==> src/rtl/ctnwa_pkg.sv <==
// types and constants of the cell-to-node weighted average block
`default_nettype none
package ctnwa_pkg;

  localparam int FRAC_BITS    = 16;
  localparam int MAX_ADJACENT = 16;
  localparam int CNT_W        = 8;
  localparam int TOTAL_W      = 48;
  localparam int STEP_W       = 7;

  // iteration counts of the shared unit
  localparam int SQRT_STEPS  = 32;
  localparam int RECIP_STEPS = 2 * FRAC_BITS + 1;
  localparam int FDIV_STEPS  = 64;

  localparam logic [31:0] ONE_W  = 32'(64'd1 << FRAC_BITS);
  localparam logic [31:0] MASK32 = 32'hFFFF_FFFF;

  typedef enum logic [1:0] {
    MODE_AREA = 2'd0,
    MODE_INV  = 2'd1,
    MODE_DIST = 2'd2,
    MODE_MEAN = 2'd3
  } mode_t;

  typedef enum logic [3:0] {
    ST_IDLE, ST_SQX, ST_SQY, ST_SUMS, ST_SQRT, ST_WSEL,
    ST_RECIP, ST_PROD, ST_ACC, ST_FIN, ST_FDIV, ST_OUT
  } state_t;

  // request to the shared divide / square root unit
  typedef struct packed {
    logic              start;
    logic              is_sqrt;
    logic [63:0]       num;
    logic [63:0]       den;
    logic [STEP_W-1:0] steps;
  } iter_req_t;

endpackage
`default_nettype wire

==> src/rtl/ctnwa_iter.sv <==
// shared restoring divide and square root unit, one bit per cycle
`default_nettype none
module ctnwa_iter (
  input  wire logic                 clk,
  input  wire logic                 rst_n,
  input  wire ctnwa_pkg::iter_req_t req,
  output logic                      busy,
  output logic [63:0]               q
);

  logic [65:0] rem_r, rem_nxt;
  logic [63:0] acc_r, acc_nxt;
  logic [63:0] q_r, q_nxt;
  logic [63:0] den_r, den_nxt;
  logic        sqrt_r, sqrt_nxt;
  logic [ctnwa_pkg::STEP_W-1:0] cnt_r, cnt_nxt;
  logic        busy_r, busy_nxt;

  logic [65:0] rs;
  logic [65:0] trial;
  logic [66:0] diff;
  logic        ge;

  // one trial subtract per cycle
  always_comb begin
    if (sqrt_r) begin
      rs    = {rem_r[63:0], acc_r[63:62]};
      trial = {q_r, 2'b01};
    end else begin
      rs    = {rem_r[64:0], acc_r[63]};
      trial = {2'b00, den_r};
    end
    diff = {1'b0, rs} - {1'b0, trial};
    ge   = ~diff[66];
  end

  // next state of the iteration
  always_comb begin
    rem_nxt  = rem_r;
    acc_nxt  = acc_r;
    q_nxt    = q_r;
    den_nxt  = den_r;
    sqrt_nxt = sqrt_r;
    cnt_nxt  = cnt_r;
    busy_nxt = busy_r;
    if (req.start) begin
      rem_nxt  = '0;
      acc_nxt  = req.num;
      q_nxt    = '0;
      den_nxt  = req.den;
      sqrt_nxt = req.is_sqrt;
      cnt_nxt  = req.steps;
      busy_nxt = 1'b1;
    end else if (busy_r) begin
      rem_nxt  = ge ? diff[65:0] : rs;
      acc_nxt  = sqrt_r ? {acc_r[61:0], 2'b00} : {acc_r[62:0], 1'b0};
      q_nxt    = {q_r[62:0], ge};
      cnt_nxt  = cnt_r - 1'b1;
      busy_nxt = (cnt_r != ctnwa_pkg::STEP_W'(1));
    end
  end

  always_ff @(posedge clk) begin
    if (!rst_n) begin
      busy_r <= 1'b0;
      cnt_r  <= '0;
    end else begin
      busy_r <= busy_nxt;
      cnt_r  <= cnt_nxt;
    end
    rem_r  <= rem_nxt;
    acc_r  <= acc_nxt;
    q_r    <= q_nxt;
    den_r  <= den_nxt;
    sqrt_r <= sqrt_nxt;
  end

  assign busy = busy_r;
  assign q    = q_r;

endmodule
`default_nettype wire

==> config.mk <==
export PLATFORM = sky130hd
export DESIGN_NAME = ctnwa_iter
export DESIGN_NICKNAME = d
export VERILOG_FILES = /design/src/rtl/ctnwa_pkg.sv /design/src/rtl/ctnwa_iter.sv
export SDC_FILE = /design/constraint.sdc
export NUM_CORES = 1
export LEC_CHECK = 0
export ABC_CLOCK_PERIOD_IN_PS = 6950
export BUFFER_PORTS_ARGS = -buffer_cell sky130_fd_sc_hd__buf_4
export CAP_MARGIN = 20
export CORE_MARGIN = 2
export CORE_UTILIZATION = 35
export CTS_CLUSTER_SIZE = 30
export DETAILED_ROUTE_END_ITERATION = 12
export SLEW_MARGIN = 20
export SYNTH_ARGS = -nofsm -noshare
export SYNTH_HDL_FRONTEND = slang
export SYNTH_SLANG_ARGS = --single-unit
==> constraint.sdc <==
create_clock -name clk -period 6.95 [get_ports clk]
set_input_delay 1.39 -clock clk [delete_from_list [all_inputs] [get_ports clk]]
set_output_delay 1.39 -clock clk [all_outputs]
set_load 0.005 [all_outputs]
==> results of run 1 <==
==> final cells by class <==
cell class / instances / area (um^2) / share of cell area, %
multi-input combinational: 1268 / 8720 / 45.8
sequential: 266 / 6620 / 34.8
timing repair buffer: 216 / 1670 / 8.76
clock buffer: 49 / 1020 / 5.37
tap: 600 / 751 / 3.95
clock inverter: 13 / 153 / 0.802
inverter: 26 / 97.6 / 0.513
==> sequential cells by signal, indices dropped and copies added (netlist names) <==
name    cells
rem_r      65
q          64
sqrt_r      1
busy        1
den_r      64
acc_r      64
cnt_r       7
==> power by group <==
part | switching [mW] | internal, mW | leakage [nW]
Sequential | 0.103 | 1.82 | 2.41
Combinational | 1.38 | 0.904 | 4.99
Clock | 0.700 | 1.14 | 0.576
Total | 2.19 | 3.86 | 7.97
==> logic make-up (layout without fill, tap and decap cells) <==
| family | count (synthesis) | count (layout) | synth area share [%] |
|---|---|---|---|
| AOI/OAI and AO/OA | 392 | 392 | 16.2 |
| xor gates and xnor gates | 62 | 62 | 3.42 |
| adders and majority gates | 69 | 69 | 5.49 |
| buffers and inverters | 134 | 304 | 3.45 |
| DFF | 266 | 266 | 41.7 |
| muxes | 253 | 253 | 16.4 |
| and+or+nand+nor | 492 | 492 | 13.4 |
==> synthesized netlist by cell type, drive strengths merged (34+ instances only) <==
| cell | number |
|---|---|
| clkbuf | 74 |
| a311oi | 43 |
| buf | 34 |
| mux2 | 61 |
| o21ai | 136 |
| ha | 68 |
| dfxtp | 137 |
| edfxtp | 129 |
| a21oi | 92 |
| nand2 | 235 |
| nor2 | 154 |
| xnor2 | 41 |
| mux2i | 192 |
==> per-layer routing <==
layer / global-route usage (%) / vias to the layer above
met2: 26.4 / 303
met3: 2.85 / 63
met1: 24.8 / 6047
li1: - / 6384
met4: 5.21 / 0
met5: 0 / -
==> worst min-delay path: cells and delay by family, from the launching register on <==
kind,cells,cell delay [ns]
AOI/OAI and AO/OA,1,0.05
DFF,1,0.32
and+or+nand+nor,1,0.05
==> worst max path at each step <==
stage,to,slack (ns),cells after the start
2_1_floorplan,rem_r[57],2.50,17
6_report,rem_r[48],1.70,13
4_1_cts,rem_r[58],1.65,13
3_3_place_gp,rem_r[5],1.71,15
3_5_place_dp,rem_r[6],1.68,14
5_1_grt,rem_r[5],1.34,15
==> flow_summary.json, run 1 <==
{
  "outcome": "complete, no violations",
  "synthDominantCellAreaShare_pct": 24.4,
  "clockBufferDepth": 3,
  "reg2reg_slack_ns": 1.70,
  "grt_overflow": 0,
  "cts_hold_buf": 0,
  "place_hpwl_um": 29000,
  "period_needed_ns": 5.25,
  "ioPinCount": 204,
  "holdWs_ns": 0.456,
  "place_ws_ns": 1.68,
  "cts-root-buf": "clkbuf_16",
  "synth_area_um2": 15900,
  "ys_types": 76,
  "p_leak_nw": 7.97,
  "crit_arrival_ns": 5.70,
  "cp_max_fo": 57,
  "cpMaxStageDelayCell": "edfxtp_1",
  "synthTopCellsByArea": "edfxtp_1 24%, dfxtp_1 17%, mux2i_1 12%, nand2_1 5.6%, ha_1 5.4%",
  "num_rows": 78,
  "critPathBufInv": 1,
  "area_growth_pct": 19.9,
  "finalMaxSlewViolations": 0,
  "rr_worst_depth": 13,
  "clk_pin_slew_ns": 0.06,
  "hold_violations": 0,
  "wl_met1_um": 20700,
  "synthFlopType": "dfxtp_1",
  "rsz0062_at_grt": "no",
  "fmax_mhz": 190,
  "syn_inst": 1668,
  "die_w_um": 217,
  "clkSinkCount": 266,
  "r2r-start": "sqrt_r",
  "tightest_slew_ns": 1.04,
  "ant_nets": 0,
  "numCtsBuffers": 34,
  "design_area_um2": 19000,
  "wl_per_cell_um": 17.1,
  "whs_path_depth": 2,
  "coreArea_um2": 45100,
  "worst_r2r_endpoint": "rem_r[48]",
  "totalPowerFinal_mw": 6.04,
  "placedCellCount": 2376,
  "dpl-instance-area_um2": 17900,
  "first_pass_iters": 5,
  "drc": 0,
  "syn-num-nets": 1876,
  "antenna_found_initial": 0,
  "start_kind": "flop",
  "end_kind": "flop",
  "min_from": "rem_r[64]",
  "grt_first_pass_wirelength_um": 66500,
  "fin_cells": 2438,
  "final_cell_mix": "235 x nand2_1, 212 x buf_4, 192 x mux2i_1",
  "setup_viol_count_final": 0,
  "cts_setup_buffers": 0,
  "portBuffers": 203,
  "ctsResizeCount": 0,
  "grt_pass1_vias": 12554,
  "vdd_drop_max_mv": 0.185,
  "crit_type": "flop to flop",
  "cap_violations": 0,
  "worstSetupStartpoint": "sqrt_r",
  "synth_edf_count": 129,
  "layout-drive-gt1-share_pct": 19.5,
  "dieArea_um2": 47100,
  "wl_um": 41800,
  "die_y_um": 217,
  "insertion_delay_ns": 0.54,
  "layout_commonest_cell": "nand2_1",
  "setup_tns_ns": 0,
  "finalWorstSetupSlack_ns": 1.70,
  "seq_area_frac_synth_pct": 41.7,
  "timing.final.crit_share_pct": 75.6,
  "drt-initial-drc-count": 786,
  "utilization_pct": 42.2,
  "syn_avg_cell_area_um2": 9.52,
  "p_per_area_nw_per_um2": 318,
  "cp_top_family": "simple AND/OR/NAND/NOR gates",
  "vias_per_cell": 5.25,
  "path_cells": "buf_12 -> mux2_2 -> ha_1 -> nand2_1 -> or3_1 -> nor2_1 -> nand2_1 -> a211o_1 -> a31oi_4 -> nor4b_4 -> or2_4 -> nand2_1 -> o22ai_1",
  "layout.nets": 2020,
  "synthArstFlopShare_pct": 0,
  "finClkSkew_ns": 0.0202,
  "fillers": 4496,
  "htreeDepth": 2,
  "cts_tree": "built",
  "cp_slowest_stage_delay_ns": 0.93,
  "relSlewSlack_pct": 30.8,
  "diodes": 0,
  "synth_top_area_cell": "edfxtp_1",
  "critical_path_required_ns": 7.39,
  "synth_warnings": 0,
  "grt_max_degree": 188,
  "ys_ff_latch": 266,
  "initial_core_util_pct": 35.2,
  "routed.top_layer": "met4",
  "whs_endpoint": "rem_r[64]",
  "path_common_cell": "nand2_1",
  "vias": 12797,
  "place.gp.congestion": 0.885,
  "route.met3.wl_um": 1960,
  "hold_class": "flop to flop",
  "grt_usage_pct": 17.2,
  "routed-wl-met2_um": 18100
}
Note: power is estimated with default switching activity, not from simulation.
==> run 2, diff against run 1 <==
- ABC_AREA: default -> 1
- ABC_CLOCK_PERIOD_IN_PS: 6950 -> 4700
- clock period: 6.95 -> 4.7 ns (I/O delays scaled with it)
==> run 2 against run 1 <==
Against the previous run:
- area after synthesis up 14%
- cell area up 11%
- clock skew up 0.010 ns
- die area up 13%
- sequential power up 37%
- combinational power down 42%
- wire length up 49%
- global-route usage up 5.7 points
- clock power up 35%
- worst hold slack worse by 0.0057 ns
- via count up 42%
- critical path type unchanged
==> flow_summary.json, run 2 <==
{
  "setup_viol_count_final": 0,
  "clockBufferDepth": 3,
  "clk_pin_slew_ns": 0.07,
  "tightest_slew_ns": 0.892,
  "vias": 18108,
  "finClkSkew_ns": 0.0303,
  "critPathBufInv": 4,
  "endpoint": "rem_r[12]",
  "rsz0062_at_grt": "no",
  "ant_nets": 0,
  "seq_power_share_pct": 40.9,
  "hold_class": "flop to flop",
  "swShare_pct": 29.9,
  "vdd_drop_max_mv": 0.249,
  "dieArea_um2": 53400,
  "critical_path_required_ns": 5.18,
  "p_comb_share_pct": 20.6,
  "htreeDepth": 1,
  "grt_pass1_vias": 17085,
  "fillers": 5532,
  "holdWs_ns": 0.450,
  "numCtsBuffers": 30,
  "synth_area_um2": 18000,
  "ioPinCount": 204,
  "cp_slowest_stage_delay_ns": 0.64,
  "largest_reg_flops": 65,
  "cp_top_family": "buffers and inverters",
  "regMostFlops": "rem_r",
  "rr_worst_depth": 16,
  "setup_tns_ns": 0,
  "start_kind": "flop",
  "synthDominantCellAreaShare_pct": 21.5,
  "cap_violations": 0,
  "end_kind": "flop",
  "power.internal_mw": 4.51,
  "relSlewSlack_pct": 40.5,
  "synth_warnings": 0,
  "drc": 0,
  "period_needed_ns": 4.00,
  "utilization_pct": 41.5,
  "cts_setup_buffers": 0,
  "area_growth_pct": 17.4,
  "vias_per_cell": 4.96,
  "layout-drive-gt1-share_pct": 10.8,
  "cts-root-buf": "clkbuf_16",
  "ys_top_cells_by_count": "1011 x nand2_1, 470 x inv_1, 179 x nor2_1, 170 x a21oi_1, 161 x nand3_1",
  "path_common_cell": "nand2_1",
  "synth_edf_count": 129,
  "syn_inst": 2800,
  "p_per_area_nw_per_um2": 304,
  "grt_first_pass_wirelength_um": 96800,
  "wl_um": 62500,
  "worstSetupStartpoint": "sqrt_r",
  "multi_input_area_um2": 9130,
  "num_rows": 83,
  "first_pass_iters": 5,
  "drt-initial-drc-count": 1406,
  "diodes": 0,
  "cp_max_fo": 59,
  "final_cell_mix": "1010 x nand2_1, 467 x inv_1, 219 x buf_4",
  "ys_types": 41,
  "crit_type": "flop to flop",
  "ctsResizeCount": 0,
  "worst-path-stages": 16,
  "reg2reg_slack_ns": 0.70,
  "crit_arrival_ns": 4.48,
  "clock_power_share_pct": 38.5,
  "synthFlopType": "dfxtp_1",
  "clkSinkCount": 266,
  "synth_top_area_cell": "edfxtp_1",
  "place_hpwl_um": 48500,
  "cpMaxStageDelayCell": "buf_4",
  "yosysMostFrequentCell": "nand2_1",
  "path_cells": "buf_4 -> o21ai_0 -> ha_1 -> nand2_1 -> inv_1 -> nand2_1 -> nand2_1 -> inv_1 -> nand2_1 -> nand2_1 -> nand2_1 -> a21oi_4 -> buf_4 -> nand3_1 -> nand3_1 -> nand2_1",
  "finalMaxSlewViolations": 0,
  "fmax_mhz": 250,
  "place_ws_ns": 0.664,
  "ff_latch_area_um2": 6620,
  "seq_area_frac_synth_pct": 36.7,
  "grt_overflow": 0,
  "hold_violations": 0,
  "outcome": "complete, no violations",
  "worst_r2r_endpoint": "rem_r[12]",
  "cts_tree": "built",
  "grt_max_degree": 102,
  "synthArstFlopShare_pct": 0,
  "cts_hold_buf": 0,
  "p_leak_nw": 10.6,
  "layout_commonest_cell": "nand2_1",
  "ys_ff_latch": 266,
  "r2r-start": "sqrt_r",
  "place.gp.congestion": 0.967,
  "timing.final.crit_share_pct": 85.2,
  "grt_usage_pct": 22.9,
  "syn_avg_cell_area_um2": 6.44,
  "finalWorstSetupSlack_ns": 0.695,
  "layout.nets": 3155,
  "p_switching_mw": 1.93,
  "syn-num-nets": 3008,
  "portBuffers": 203,
  "die_w_um": 231,
  "initial_core_util_pct": 35.3,
  "antenna_found_initial": 1,
  "coreArea_um2": 51100,
  "insertion_delay_ns": 0.58,
  "synthTopCellsByArea": "edfxtp_1 21%, nand2_1 21%, dfxtp_1 15%, inv_1 9.8%, a21oi_1 4.7%",
  "die_y_um": 231,
  "wl_per_cell_um": 17.1
}
[run 2: cell types whose count changed in the layout (fill, tap and decap cells not counted), moves of 26 or more]
cell,change
o22ai_1,+58
a21oi_1,+78
mux2_2,-61
a311oi_1,-33
nand3_1,+149
nand4_1,+34
nor2_1,+26
nand2_1,+775
mux2i_1,-191
inv_1,+442
[run 2: kinds of logic (layout without fill, tap and decap cells)]
group           Yosys count  count (layout)  share of synthesized area, %
compound gates          389             389                          11.4
simple gates           1451            1451                          32.7
fa+ha+maj                69              69                          4.83
flops                   266             266                          36.7
buf+inv                 592             763                          12.8
xor+xnor                 32              32                          1.55
mux                       1               1                        0.0555
[run 2: area by class of cell]
type                       count  area share (%)
multi-input combinational   1942            43.1
sequential                   266            31.2
inverter                     484            8.59
timing repair buffer         223            8.14
clock buffer                  45            4.30
tap                          680            4.02
clock inverter                11           0.620
[run 2: worst register-to-register path, cell delays in order, from the launching register on]
cell	delay, ns
edfxtp_1	0.50
buf_4	0.57
o21ai_0	0.43
ha_1	0.48
nand2_1	0.18
inv_1	0.06
nand2_1	0.06
nand2_1	0.08
inv_1	0.07
nand2_1	0.06
nand2_1	0.06
nand2_1	0.13
a21oi_4	0.20
buf_4	0.64
nand3_1	0.22
nand3_1	0.13
nand2_1	0.06
[run 2: power by group through the flow]
stage / logic, mW / clock network [mW] / registers (mW)
finish: 1.33 / 2.48 / 2.63
global route: 1.49 / 2.64 / 2.65
CTS: 1.32 / 2.54 / 2.63
detailed placement: 1.32 / 0 / 2.68
global placement: 1.32 / 0 / 2.68
floorplan: 0.881 / 0 / 2.67
[run 2: per-layer routing]
metal	up-vias	wire, um	track usage, %	part of all wire (%)
met1	8401	29600	32.7	47
met5	-	12	0	0.019
met2	499	28300	37.4	45
met4	2	1060	4.46	1.7
met3	62	3470	2.72	5.5
li1	9144	-	-	-
[run 2: worst min path at each step]
| stage | startpoint | end | slack [ns] | depth (start not counted) |
|---|---|---|---|---|
| floorplan | rem_r[28] | rem_r[28] | 0.43 | 2 |
| global placement | rem_r[13] | rem_r[13] | 0.44 | 2 |
| detailed placement | rem_r[13] | rem_r[13] | 0.44 | 2 |
| CTS | rem_r[13] | rem_r[13] | 0.45 | 2 |
| global route | rem_r[13] | rem_r[13] | 0.46 | 2 |
| finish | rem_r[13] | rem_r[13] | 0.45 | 2 |
[run 2: stage by stage]
step | std cells | area (um^2) | power, mW
after floorplan | 2800 | 18000 | 3.55
after global placement | 3595 | 20100 | 4.00
after detailed placement | 3595 | 20100 | 4.00
after CTS | 3651 | 21200 | 6.50
after global routing | 3651 | 21200 | 6.77
final | 3651 | 21200 | 6.44
